[src/hw/rtl/ttg_pkg.sv]
// Shared types, sizes and helpers for the triangle tangent generator.
`timescale 1ns / 1ps
package ttg_pkg;

  localparam int FaceDepth = 2;
  localparam int FacePtrW  = $clog2(FaceDepth);
  localparam int FaceCntW  = $clog2(FaceDepth + 1);
  localparam int OutDepth  = 4;
  localparam int OutPtrW   = $clog2(OutDepth);
  localparam int OutCntW   = $clog2(OutDepth + 1);

  // One completed face: scaled edges, scaled v deltas, and the three normals.
  typedef struct packed {
    logic [2:0][30:0]       e1;
    logic [2:0][30:0]       e2;
    logic [30:0]            d1;
    logic [30:0]            d2;
    logic [2:0][2:0][15:0]  nrm;   // [vertex][component]
  } face_t;

  typedef struct packed {
    logic [15:0] tx;
    logic [15:0] ty;
    logic [15:0] tz;
    logic        degenerate;
    logic        last;
  } res_t;

  typedef struct packed {
    logic            start;
    logic [2:0][63:0] vec;
  } norm_req_t;

  typedef struct packed {
    logic             done;
    logic             ok;
    logic [2:0][15:0] res;
  } norm_rsp_t;

  typedef enum logic [3:0] {
    B_IDLE, B_TMUL, B_TSUB, B_TSTART, B_TWAIT, B_NSTART, B_NWAIT,
    B_DMUL, B_DACC, B_RMUL, B_RSUB, B_RSTART, B_RWAIT, B_EMIT
  } back_state_e;

  typedef enum logic [2:0] {
    N_IDLE, N_SHIFT, N_SQ, N_SQRT, N_DSET, N_DIV, N_DONE
  } norm_state_e;

  // True when v, arithmetically shifted right by sh, fits in 31 bit signed.
  function automatic logic fits31(input logic [32:0] v, input logic [1:0] sh);
    logic [32:0] s;
    s = $signed(v) >>> sh;
    return (s[32:30] == 3'b000) || (s[32:30] == 3'b111);
  endfunction

endpackage

[src/hw/rtl/ttg_front.sv]
// Front end: holds the first two vertices, forms scaled edges and queues faces.
`timescale 1ns / 1ps
module ttg_front import ttg_pkg::*; (
  input  logic               clk_i,
  input  logic               rst_ni,
  input  logic               push,
  output logic               full,
  input  logic signed [31:0] pos_x_i,
  input  logic signed [31:0] pos_y_i,
  input  logic signed [31:0] pos_z_i,
  input  logic signed [31:0] tex_v_i,
  input  logic signed [15:0] norm_x_i,
  input  logic signed [15:0] norm_y_i,
  input  logic signed [15:0] norm_z_i,
  output logic               face_valid_o,
  output face_t              face_o,
  input  logic               face_pop_i
);

  logic [1:0]             vif_q;
  logic [1:0][2:0][31:0]  hpos_q;
  logic [1:0][31:0]       htv_q;
  logic [1:0][2:0][15:0]  hnrm_q;

  face_t                  mem_q [FaceDepth];
  logic [FacePtrW-1:0]    wptr_q, rptr_q;
  logic [FaceCntW-1:0]    cnt_q;

  logic                   accept, face_done;
  logic [2:0][31:0]       pin;
  logic [2:0][32:0]       e1w, e2w;
  logic [32:0]            d1w, d2w;
  logic                   efit0, efit1, dfit0, dfit1;
  logic [1:0]             se, sd;
  logic [32:0]            sh_tmp;
  face_t                  face_w;

  assign full      = (cnt_q == FaceCntW'(FaceDepth));
  assign accept    = push && !full;
  assign face_done = accept && (vif_q == 2'd2);
  assign pin       = {pos_z_i, pos_y_i, pos_x_i};

  always_comb begin
    for (int i = 0; i < 3; i++) begin
      e1w[i] = 33'($signed(hpos_q[1][i])) - 33'($signed(hpos_q[0][i]));
      e2w[i] = 33'($signed(pin[i]))       - 33'($signed(hpos_q[0][i]));
    end
    d1w = 33'($signed(htv_q[1])) - 33'($signed(htv_q[0]));
    d2w = 33'($signed(tex_v_i))  - 33'($signed(htv_q[0]));
    efit0 = 1'b1;
    efit1 = 1'b1;
    for (int i = 0; i < 3; i++) begin
      efit0 = efit0 && fits31(e1w[i], 2'd0) && fits31(e2w[i], 2'd0);
      efit1 = efit1 && fits31(e1w[i], 2'd1) && fits31(e2w[i], 2'd1);
    end
    dfit0 = fits31(d1w, 2'd0) && fits31(d2w, 2'd0);
    dfit1 = fits31(d1w, 2'd1) && fits31(d2w, 2'd1);
    se = efit0 ? 2'd0 : (efit1 ? 2'd1 : 2'd2);
    sd = dfit0 ? 2'd0 : (dfit1 ? 2'd1 : 2'd2);
    for (int i = 0; i < 3; i++) begin
      sh_tmp        = $signed(e1w[i]) >>> se;
      face_w.e1[i]  = sh_tmp[30:0];
      sh_tmp        = $signed(e2w[i]) >>> se;
      face_w.e2[i]  = sh_tmp[30:0];
    end
    sh_tmp    = $signed(d1w) >>> sd;
    face_w.d1 = sh_tmp[30:0];
    sh_tmp    = $signed(d2w) >>> sd;
    face_w.d2 = sh_tmp[30:0];
    face_w.nrm[0] = hnrm_q[0];
    face_w.nrm[1] = hnrm_q[1];
    face_w.nrm[2] = {norm_z_i, norm_y_i, norm_x_i};
  end

  always_ff @(posedge clk_i or negedge rst_ni) begin
    if (!rst_ni) begin
      vif_q  <= '0;
      hpos_q <= '0;
      htv_q  <= '0;
      hnrm_q <= '0;
      wptr_q <= '0;
      rptr_q <= '0;
      cnt_q  <= '0;
    end else begin
      if (accept) begin
        if (vif_q == 2'd2) begin
          vif_q <= '0;
        end else begin
          hpos_q[vif_q[0]] <= pin;
          htv_q[vif_q[0]]  <= tex_v_i;
          hnrm_q[vif_q[0]] <= {norm_z_i, norm_y_i, norm_x_i};
          vif_q            <= vif_q + 2'd1;
        end
      end
      if (face_done) begin
        wptr_q <= wptr_q + 1'b1;
      end
      if (face_pop_i) begin
        rptr_q <= rptr_q + 1'b1;
      end
      cnt_q <= cnt_q + FaceCntW'(face_done) - FaceCntW'(face_pop_i);
    end
  end

  always_ff @(posedge clk_i) begin
    if (face_done) begin
      mem_q[wptr_q] <= face_w;
    end
  end

  assign face_valid_o = (cnt_q != '0);
  assign face_o       = mem_q[rptr_q];

endmodule

[config.mk]
export PLATFORM = sky130hd
export DESIGN_NAME = ttg_front
export DESIGN_NICKNAME = d
export VERILOG_FILES = /design/src/hw/rtl/ttg_pkg.sv /design/src/hw/rtl/ttg_front.sv
export SDC_FILE = /design/constraint.sdc
export NUM_CORES = 2
export LEC_CHECK = 0
export BUFFER_PORTS_ARGS = -buffer_cell sky130_fd_sc_hd__buf_2
export CAP_MARGIN = 20
export CORE_ASPECT_RATIO = 0.9
export CORE_MARGIN = 8
export CORE_UTILIZATION = 33
export DETAILED_ROUTE_END_ITERATION = 12
export PLACE_DENSITY = 0.53
export SLEW_MARGIN = 25
export SYNTH_ARGS = -nofsm -noshare
export SYNTH_HDL_FRONTEND = slang
export SYNTH_SLANG_ARGS = --single-unit
[constraint.sdc]
create_clock -name clk_i -period 18.3 [get_ports clk_i]
set_input_delay 3.66 -clock clk_i [delete_from_list [all_inputs] [get_ports clk_i]]
set_output_delay 3.66 -clock clk_i [all_outputs]
set_load 0.02 [all_outputs]
==> impl_metrics.csv <==
group,metric,value,unit
outcome,status,"completed",
flow_run,maxCapViolCount,0,
routing,via_count,40800,
final_layout,final_common_cell,"edfxtp_1",
placed_design,dp.final_hpwl,127,mm
timing,tightest_slew,1.17,ns
final_layout,n_fill_cell,17400,
worst_setup_path,crit_chain,"buf_2, inv_1, ha_1, fa_1, nand2b_1, a21oi_1, o2111ai_1, nor3b_1, o41a_1, o41ai_1, xnor2_1, mux2_2, o311ai_1, or3_4, buf_4, nand2_1, o221a_2",
timing,slew_headroom,22.2,%
worst_setup_path,start_kind,"primary input",
timing,hold_viol,0,
synth,netlist_instances,4962,
timing,clock_skew,0.0238,ns
synth,synthArstFlopShare,31.3,%
worst_setup_path,critPathRequiredTime,18.81,ns
worst_setup_path,crit_path_end_kind,"register",
routing,avgRoutedWirePerCell,21.7,um
clocking,cts_resized,0,
floorplanning,start_util,33.1,%
grt,grt-ovfl-total,0,
grt,grt_antenna_before_repair,63,
final_layout,drive_above_1_share,26.1,%
timing,timing.final.crit_period,9.66,ns
synth,seq_area_frac_synth,54.5,%
clocking,htree_levels,4,
timing,rsz0062_at_grt,"false",
final_layout,area_delta_synth_final,16.6,%
synth,netlist-cell-type-count,75,
floorplanning,ios,574,
timing,final_max_slew_viol_count,0,
synth,syn_avg_cell_area,12.0,um2
timing,finalSetupViolations,0,
final_layout,nets,5943,
final_layout,layout_common_cells,"edfxtp_1, mux2_2, buf_2, nand2_1, dfrtp_1",
clocking,clockBufferDepth,3,
placed_design,routabilityCongestion,0.872,
routing,wl,174,mm
worst_setup_path,arrival,10.16,ns
synth,syn_nets,5408,
hold_path,hp-class,"register to register",
floorplanning,fp.coreArea,0.180,mm2
clocking,postCtsHoldBufs,0,
clocking,clkTransAtPathRegs,0.06,ns
routing,via_per_inst,5.07,
floorplanning,die_w,464,um
synth,ys_warn_count,0,
worst_setup_path,critPathKind,"primary input to register",
worst_setup_path,worst_path_max_delay_cell,"or3_4",
synth,netlist_area,0.0597,mm2
timing,fin_hold_ws,0.460,ns
timing,setup_slack,8.64,ns
grt,grt_pass1_vias,39800,
routing,drtPass1Iterations,5,
clocking,numCtsBuffers,133,
synth,ys_seq_elements,1142,
grt,gr-usage-all-layers,17.2,%
clocking,post_cts_buffers,0,
timing,setup-tns-final,0,ns
timing,fmax,104,MHz
routing,postRouteAntennaNets,0,
clocking,clk_latency,0.77,ns
placed_design,place.port_buffers,573,
synth,synth_flop_cell,"edfxtp_1",
clocking,cts.sinks,1142,
clocking,ctsRootBufferMaster,"clkbuf_16",
routing,drc,0,
worst_setup_path,crit_path_max_fanout,52,
routing,drtIter0Drc,2864,
worst_setup_path,slowest_delay,0.86,ns
placed_design,dp_slack,7.89,ns
grt,grt_max_degree,221,
synth,synth_edf_count,784,
grt,grt_pass1_wl,259,mm
floorplanning,die_height,419,um
clocking,cts_tree,"yes",
final_layout,fin_util,38.6,%
floorplanning,dieArea,0.195,mm2
floorplanning,rows,148,
timing,min_period_over_period,52.8,%
-- synth_stat cells (54+ instances only) --
| cell type | number | area, um2 |
|---|---|---|
| a21o_1 | 112 | 841 |
| a21oi_1 | 308 | 1540 |
| clkbuf_1 | 178 | 668 |
| dfrtp_1 | 358 | 8960 |
| edfxtp_1 | 784 | 23500 |
| ha_1 | 258 | 3230 |
| inv_1 | 225 | 845 |
| mux2_2 | 620 | 6980 |
| mux2i_1 | 206 | 2060 |
| nand2_1 | 415 | 1560 |
| nand2b_1 | 55 | 344 |
| nand3_1 | 63 | 315 |
| nor2_1 | 222 | 833 |
| nor3_1 | 54 | 270 |
| o21ai_0 | 334 | 1670 |
| o21ai_1 | 57 | 285 |
| xnor2_1 | 160 | 1400 |
| xor2_1 | 61 | 534 |
-- worst max-delay path: cells and delay by family --
family / cells / cell delay (ns)
mux: 1 / 0.40
compound gates: 6 / 2.11
fa+ha+maj: 2 / 0.71
buf+inv: 3 / 0.97
simple gates: 4 / 2.00
xor+xnor: 1 / 0.28
-- layout make-up --
cell class	instances	area (um2)	area share, %
Sequential cell	1142	32500	46.7
Multi-Input combinational cell	3383	25500	36.7
Clock buffer	184	3650	5.25
Timing Repair Buffer	612	3210	4.61
Tap cell	2400	3000	4.32
Inverter	225	845	1.21
Clock inverter	61	777	1.12
Antenna cell	26	65.1	0.0935
-- registers in the layout, indices dropped and copies added, names as in the netlist --
| name | cells |
|---|---|
| hpos_q | 192 |
| mem_q | 784 |
| wptr_q | 1 |
| cnt_q | 2 |
| face_w | 96 |
| rptr_q | 1 |
| htv_q | 64 |
| vif_q | 2 |
-- cell families (layout without fill, tap and decap cells) --
logic type	after synthesis	in the layout	synth area share, %
flip-flops	1142	1142	54.5
AO/OA/AOI/OAI	1104	1104	11.3
AND/OR/NAND/NOR	966	966	7.30
multiplexers	826	826	15.2
buffers and inverters	437	1082	2.87
adder cells (fa/ha/maj)	266	266	5.68
XOR/XNOR	221	221	3.24
other	0	26	0
-- path summary, 6_finish.rpt --
path,startpoint,to,slack (ns),depth (start not counted)
hold / removal,face_w[64]$_DFFE_PN0P_,mem_q[0][64]$_DFFE_PP_,0.46,0
hold reg to reg,face_w[64]$_DFFE_PN0P_,mem_q[0][64]$_DFFE_PP_,0.46,0
setup / recovery,pos_x_i[0],mem_q[0][300]$_DFFE_PP_,8.64,17
max in group asynchronous,rst_ni,face_w[38]$_DFFE_PN0P_,12.69,4
setup reg to reg,hpos_q[0]$_DFFE_PN0P_,mem_q[0][300]$_DFFE_PP_,11.28,15
min in group asynchronous,rst_ni,hpos_q[115]$_DFFE_PN0P_,2.86,1
-- stage by stage --
step                instance area (um2)  instances
floorplan                         59700       4962
global placement                  65100       7762
detailed placement                65100       7762
CTS                               69500       8007
global route                      69500       8022
finish                            69600       8033
-- metal layers --
layer	global-route usage (%)	routed length [um]
met3	3.36	8270
met1	23.0	78300
met2	28.0	81800
met4	5.68	5740
met5	0	82
Power is left out: the tool's default activity adds up to more than one toggle a clock period on the data nets, which glitch-free logic cannot reach.
