<file path="config.mk">
export PLATFORM = sky130hd
export DESIGN_NAME = ttg_norm
export DESIGN_NICKNAME = d
export VERILOG_FILES = /design/src/hw/rtl/ttg_pkg.sv /design/src/hw/rtl/ttg_norm.sv
export SDC_FILE = /design/constraint.sdc
export NUM_CORES = 2
export LEC_CHECK = 0
export BUFFER_PORTS_ARGS = -buffer_cell sky130_fd_sc_hd__buf_2
export CAP_MARGIN = 25
export CORE_UTILIZATION = 60
export DETAILED_ROUTE_END_ITERATION = 12
export PLACE_DENSITY = 0.77
export SYNTH_ARGS = -nofsm -noshare
export SYNTH_HDL_FRONTEND = slang
export SYNTH_SLANG_ARGS = --single-unit
</file>
<file path="constraint.sdc">
create_clock -name clk_i -period 15.5 [get_ports clk_i]
set_input_delay 0 -clock clk_i [delete_from_list [all_inputs] [get_ports clk_i]]
set_output_delay 0 -clock clk_i [all_outputs]
set_load 0.05 [all_outputs]
</file>
<file path="src/hw/rtl/ttg_pkg.sv">
// Shared types, sizes and helpers for the triangle tangent generator.
`timescale 1ns / 1ps
package ttg_pkg;

  localparam int FaceDepth = 2;
  localparam int FacePtrW  = $clog2(FaceDepth);
  localparam int FaceCntW  = $clog2(FaceDepth + 1);
  localparam int OutDepth  = 4;
  localparam int OutPtrW   = $clog2(OutDepth);
  localparam int OutCntW   = $clog2(OutDepth + 1);

  // One completed face: scaled edges, scaled v deltas, and the three normals.
  typedef struct packed {
    logic [2:0][30:0]       e1;
    logic [2:0][30:0]       e2;
    logic [30:0]            d1;
    logic [30:0]            d2;
    logic [2:0][2:0][15:0]  nrm;   // [vertex][component]
  } face_t;

  typedef struct packed {
    logic [15:0] tx;
    logic [15:0] ty;
    logic [15:0] tz;
    logic        degenerate;
    logic        last;
  } res_t;

  typedef struct packed {
    logic            start;
    logic [2:0][63:0] vec;
  } norm_req_t;

  typedef struct packed {
    logic             done;
    logic             ok;
    logic [2:0][15:0] res;
  } norm_rsp_t;

  typedef enum logic [3:0] {
    B_IDLE, B_TMUL, B_TSUB, B_TSTART, B_TWAIT, B_NSTART, B_NWAIT,
    B_DMUL, B_DACC, B_RMUL, B_RSUB, B_RSTART, B_RWAIT, B_EMIT
  } back_state_e;

  typedef enum logic [2:0] {
    N_IDLE, N_SHIFT, N_SQ, N_SQRT, N_DSET, N_DIV, N_DONE
  } norm_state_e;

  // True when v, arithmetically shifted right by sh, fits in 31 bit signed.
  function automatic logic fits31(input logic [32:0] v, input logic [1:0] sh);
    logic [32:0] s;
    s = $signed(v) >>> sh;
    return (s[32:30] == 3'b000) || (s[32:30] == 3'b111);
  endfunction

endpackage

</file>
<file path="src/hw/rtl/ttg_norm.sv">
// Shared normalizer: scale, sum of squares, bit-serial sqrt, restoring divide.
`timescale 1ns / 1ps
module ttg_norm import ttg_pkg::*; (
  input  logic      clk_i,
  input  logic      rst_ni,
  input  norm_req_t req_i,
  output norm_rsp_t rsp_o
);

  norm_state_e       state_q, state_d;
  logic [2:0]        neg_q;
  logic [2:0][63:0]  m_q;
  logic [59:0]       sq_q;
  logic [63:0]       sum_q;
  logic [1:0]        cnt_q;
  logic [63:0]       v_q, res_q, bit_q;
  logic [31:0]       len_q;
  logic [1:0]        ci_q;
  logic [32:0]       rem_q;
  logic [15:0]       nlo_q, quo_q;
  logic [3:0]        step_q;
  logic              ok_q;
  logic [2:0][15:0]  out_q;

  logic [63:0]       orv, rb;
  logic              sq_ge;
  logic [29:0]       sq_src;
  logic [45:0]       num;
  logic [33:0]       r2;
  logic [32:0]       dvs;
  logic              qbit;
  logic [15:0]       qnext;

  always_comb begin
    orv    = m_q[0] | m_q[1] | m_q[2];
    rb     = res_q + bit_q;
    sq_ge  = (v_q >= rb);
    unique case (cnt_q)
      2'd0:    sq_src = m_q[0][29:0];
      2'd1:    sq_src = m_q[1][29:0];
      2'd2:    sq_src = m_q[2][29:0];
      default: sq_src = '0;
    endcase
    num   = {1'b0, m_q[ci_q][29:0], 15'd0} + 46'(len_q);
    dvs   = {len_q, 1'b0};
    r2    = {rem_q, nlo_q[15]};
    qbit  = (r2 >= {1'b0, dvs});
    qnext = {quo_q[14:0], qbit};
  end

  always_comb begin
    state_d = state_q;
    unique case (state_q)
      N_IDLE:  if (req_i.start) state_d = N_SHIFT;
      N_SHIFT: begin
        if (orv == '0) begin
          state_d = N_DONE;
        end else if (orv[63:30] == '0 && orv[29]) begin
          state_d = N_SQ;
        end
      end
      N_SQ:    if (cnt_q == 2'd3) state_d = N_SQRT;
      N_SQRT:  if (bit_q[0]) state_d = N_DSET;
      N_DSET:  state_d = N_DIV;
      N_DIV: begin
        if (step_q == 4'd15) begin
          state_d = (ci_q == 2'd2) ? N_DONE : N_DSET;
        end
      end
      N_DONE:  state_d = N_IDLE;
      default: state_d = N_IDLE;
    endcase
  end

  always_ff @(posedge clk_i or negedge rst_ni) begin
    if (!rst_ni) begin
      state_q <= N_IDLE;
    end else begin
      state_q <= state_d;
    end
  end

  always_ff @(posedge clk_i) begin
    unique case (state_q)
      N_IDLE: begin
        for (int i = 0; i < 3; i++) begin
          neg_q[i] <= req_i.vec[i][63];
          m_q[i]   <= req_i.vec[i][63] ? (64'd0 - req_i.vec[i]) : req_i.vec[i];
        end
        cnt_q <= '0;
        sum_q <= '0;
        ci_q  <= '0;
      end
      N_SHIFT: begin
        if (orv == '0) begin
          ok_q  <= 1'b0;
          out_q <= '0;
        end else if (orv[63:30] != '0) begin
          for (int i = 0; i < 3; i++) m_q[i] <= m_q[i] >> 1;
        end else if (!orv[29]) begin
          for (int i = 0; i < 3; i++) m_q[i] <= m_q[i] << 1;
        end
      end
      N_SQ: begin
        sq_q  <= sq_src * sq_src;
        cnt_q <= cnt_q + 2'd1;
        if (cnt_q == 2'd3) begin
          v_q   <= sum_q + 64'(sq_q);
          res_q <= '0;
          bit_q <= 64'd1 << 62;
        end else if (cnt_q != 2'd0) begin
          sum_q <= sum_q + 64'(sq_q);
        end
      end
      N_SQRT: begin
        if (sq_ge) begin
          v_q   <= v_q - rb;
          res_q <= (res_q >> 1) + bit_q;
          len_q <= 32'((res_q >> 1) + bit_q);
        end else begin
          res_q <= res_q >> 1;
          len_q <= 32'(res_q >> 1);
        end
        bit_q <= bit_q >> 2;
      end
      N_DSET: begin
        rem_q  <= 33'(num[45:16]);
        nlo_q  <= num[15:0];
        quo_q  <= '0;
        step_q <= '0;
      end
      N_DIV: begin
        rem_q  <= qbit ? 33'(r2 - {1'b0, dvs}) : r2[32:0];
        nlo_q  <= nlo_q << 1;
        quo_q  <= qnext;
        step_q <= step_q + 4'd1;
        if (step_q == 4'd15) begin
          out_q[ci_q] <= neg_q[ci_q] ? (16'd0 - qnext) : qnext;
          ci_q        <= ci_q + 2'd1;
          ok_q        <= 1'b1;
        end
      end
      N_DONE: ;
      default: ;
    endcase
  end

  assign rsp_o.done = (state_q == N_DONE);
  assign rsp_o.ok   = ok_q;
  assign rsp_o.res  = out_q;

endmodule

</file>
==> impl_metrics.py <==
metrics = {
    "critical_path": {
        "crit_start": "cnt_q[0]$_SDFFCE_PN0P_",
        "slowest_delay_ns": 0.90,
        "cp_max_fo": 30,
        "crit_path_top_delay_cell": "ha_1",
        "cp.arrival_ns": 11.53,
        "cp-end-kind": "flip-flop",
        "crit_required_ns": 15.86,
        "r2r-start": "cnt_q[0]$_SDFFCE_PN0P_",
        "cpMostUsedCell": "fa_1",
        "worstSetupStartpointType": "flip-flop",
        "critical_path_class": "flip-flop to flip-flop",
    },
    "cts": {
        "cts_setup_buffers": 0,
        "cts_tree": "done",
        "clkTransAtPathRegs_ns": 0.06,
        "cts_buffer_depth": 3,
        "cts_buffers": 74,
        "hold_buffers": 251,
        "clkLatencyLatePin_ns": 0.67,
        "root_buffer": "clkbuf_16",
        "clock_sinks": 634,
        "htreeDepth": 3,
        "cts_resized": 0,
    },
    "placement": {
        "port-buffer-count": 244,
        "gp_congestion": 0.999,
        "place_hpwl_um": 168000,
        "post_dp_cell_area_um2": 73700,
    },
    "logic_synthesis": {
        "synth_nets": 9283,
        "synth_area_um2": 71200,
        "synth_ff_type": "edfxtp_1",
        "synthArstFlopShare_pct": 0.473,
        "synthTopCellsByArea": "edfxtp_1 27%, fa_1 20%, ha_1 8.8%",
        "post_synth.cell_area_avg_um2": 9.03,
        "synth-edff-count": 631,
        "synth_top_area_share_pct": 26.6,
        "yosysSeqAreaShare_pct": 26.7,
        "synth.largest_area_cell": "edfxtp_1",
        "ys_types": 87,
        "postSynthCellCount": 7887,
        "synth_most_common_cell": "inv_1",
        "synth_warnings": 0,
        "synth_common_cells": "1055 x inv_1, 971 x nand2_1, 700 x fa_1",
        "ys_ff_latch": 634,
    },
    "layout": {
        "nets": 9598,
        "finish.instance_area_um2": 78800,
        "fillCellCount": 9378,
        "area_growth_pct": 10.7,
        "final_util_pct": 66.8,
        "drive_gt1_share_pct": 6.12,
        "final-seq-area_um2": 19000,
        "multi_input_area_um2": 47000,
    },
    "grt": {
        "antenna_found_initial": 23,
        "grt_pass1_vias": 61300,
        "grt_usage_pct": 37.9,
        "gr-total-overflow": 0,
        "grt_max_degree": 193,
        "grt_pass1_wl_um": 353000,
    },
    "sta": {
        "grt_setup_unrepaired": "false",
        "fin_crit_sh_pct": 72.1,
        "tightest_slew_ns": 1.23,
        "setup_viol": 0,
        "period_needed_ns": 11.17,
        "skew_ns": 0.0444,
        "finalHoldViolCount": 0,
        "hold_ws_ns": 0.0777,
        "drv_slew": 0,
        "fin_tns_setup_ns": 0,
        "slew_headroom_pct": 17.9,
        "clock.fmax_mhz": 89.5,
    },
    "power_and_ir_drop": {
        "ir_drop_v": 0.0000776,
        "powerDensity_nw_per_um2": 49.1,
        "p_total_w": 0.00387,
        "p_leak_nw": 34.4,
    },
    "route": {
        "route.vias.total": 61500,
        "antenna_left": 0,
        "drc_errors": 0,
        "wl_per_cell_um": 23.1,
        "dr.pass1.iters": 8,
        "wl_um": 226000,
        "drt_iter0_drc": 6961,
        "via_per_inst": 6.27,
    },
    "die": {
        "ios": 245,
        "fp.dieH_um": 347,
        "start_util_pct": 60.4,
        "die-area_um2": 120000,
        "die-width_um": 347,
        "core_area_um2": 118000,
        "rows": 126,
    },
    "run": {
        "maxCapViolations": 0,
    },
    "run_status": {
        "status": "complete, no violations",
    },
    "hold_path": {
        "min_from": "req_i[63]",
        "hold_path_class": "primary input to flip-flop",
    },
}
layer usage:
metal / global-route usage, % / wire length [um] / vias to the layer above
met5: 1.08 / 106 / -
met4: 19.8 / 13800 / 10
met3: 8.33 / 21300 / 908
met2: 58.4 / 101000 / 3374
met1: 50.2 / 90200 / 29700
li1: - / - / 27500
layout make-up:
type | count | area share [%]
inverter | 1064 | 5.07
tap | 1536 | 2.44
antenna | 19 | 0.0603
timing repair buffer | 568 | 5.59
sequential | 634 | 24.1
multi-input combinational | 5860 | 59.7
clock inverter | 45 | 0.511
clock buffer | 92 | 2.52
report_power, final:
| group | internal [W] | leakage, nW | switching [W] |
|---|---|---|---|
| clock network | 0.000983 | 1.15 | 0.000765 |
| logic | 0.000119 | 28.0 | 0.000130 |
| registers | 0.00187 | 5.23 | 0 |
| total | 0.00298 | 34.4 | 0.000895 |
cells by family (layout without fill, tap and decap cells):
kind of cell,after synthesis,in the layout,share of synthesized area (%)
xor gates and xnor gates,548,548,6.74
adders and majority gates,1201,1201,28.5
and+or+nand+nor,2412,2412,15.5
buffers and inverters,1393,1769,7.35
other,0,19,0
AOI/OAI and AO/OA,1643,1643,14.4
DFF,634,634,26.7
muxes,56,56,0.796
registers in the layout (all words and copies together), names as in the netlist, 3 cells and up:
name / flops
m_q: 192
res_q: 64
sum_q: 64
v_q: 64
sq_q: 59
rsp_o: 48
rem_q: 33
bit_q: 32
len_q: 32
nlo_q: 16
quo_q: 15
step_q: 4
neg_q: 3
state_q: 3
through the flow:
| stage | cells | worst slack (ns) |
|---|---|---|
| floorplan | 7887 | 3.84 |
| global placement | 9402 | 4.80 |
| detailed placement | 9405 | 4.64 |
| CTS | 9793 | 4.62 |
| global route | 9808 | 3.90 |
| finish | 9818 | 4.33 |
placed cells by master, fill, tap and decap left out, drive strengths merged, types with 13 or more instances in the layout:
master	netlist	final
a211oi	100	100
a21boi	19	19
a21o	121	121
a21oi	358	358
a221oi	14	14
a22oi	35	35
a31o	19	19
a31oi	177	177
and2	136	136
and3	60	60
buf	34	315
clkbuf	295	93
clkinv	6	43
diode	0	19
dlygate4sd3	0	252
edfxtp	631	631
fa	700	700
ha	501	501
inv	1058	1060
mux2i	51	51
nand2	971	971
nand2b	56	56
nand3	88	88
nand4	106	106
nor2	638	638
nor2b	44	44
nor3	68	68
nor4	73	73
o2111ai	13	13
o211ai	17	17
o21a	36	36
o21ai	484	484
o21bai	51	51
o31ai	71	71
o41ai	38	38
or2	31	31
or3	65	65
or4	41	41
xnor2	290	290
xor2	258	258
worst paths after layout:
| check | endpoint | slack [ns] | cells after the start |
|---|---|---|---|
| max | sq_q[53]$_DFFE_PP_ | 4.33 | 31 |
| min | neg_q[0]$_DFFE_PP_ | 0.08 | 2 |
| max reg2reg | sq_q[53]$_DFFE_PP_ | 4.33 | 31 |
| min reg2reg | nlo_q[2]$_DFFE_PN_ | 0.53 | 2 |
| max in group asynchronous | state_q[2]$_DFFE_PN0P_ | 15.08 | 3 |
| min in group asynchronous | state_q[1]$_DFFE_PN0P_ | 0.27 | 3 |
worst max-delay path: cells and delay by family (launching register included):
kind / cells / cell delay (ns)
xor+xnor: 1 / 0.15
compound gates: 9 / 2.45
flops: 1 / 0.45
buf+inv: 7 / 1.24
fa+ha+maj: 10 / 5.37
simple gates: 4 / 1.21
Note: power is estimated with default switching activity, not from simulation.
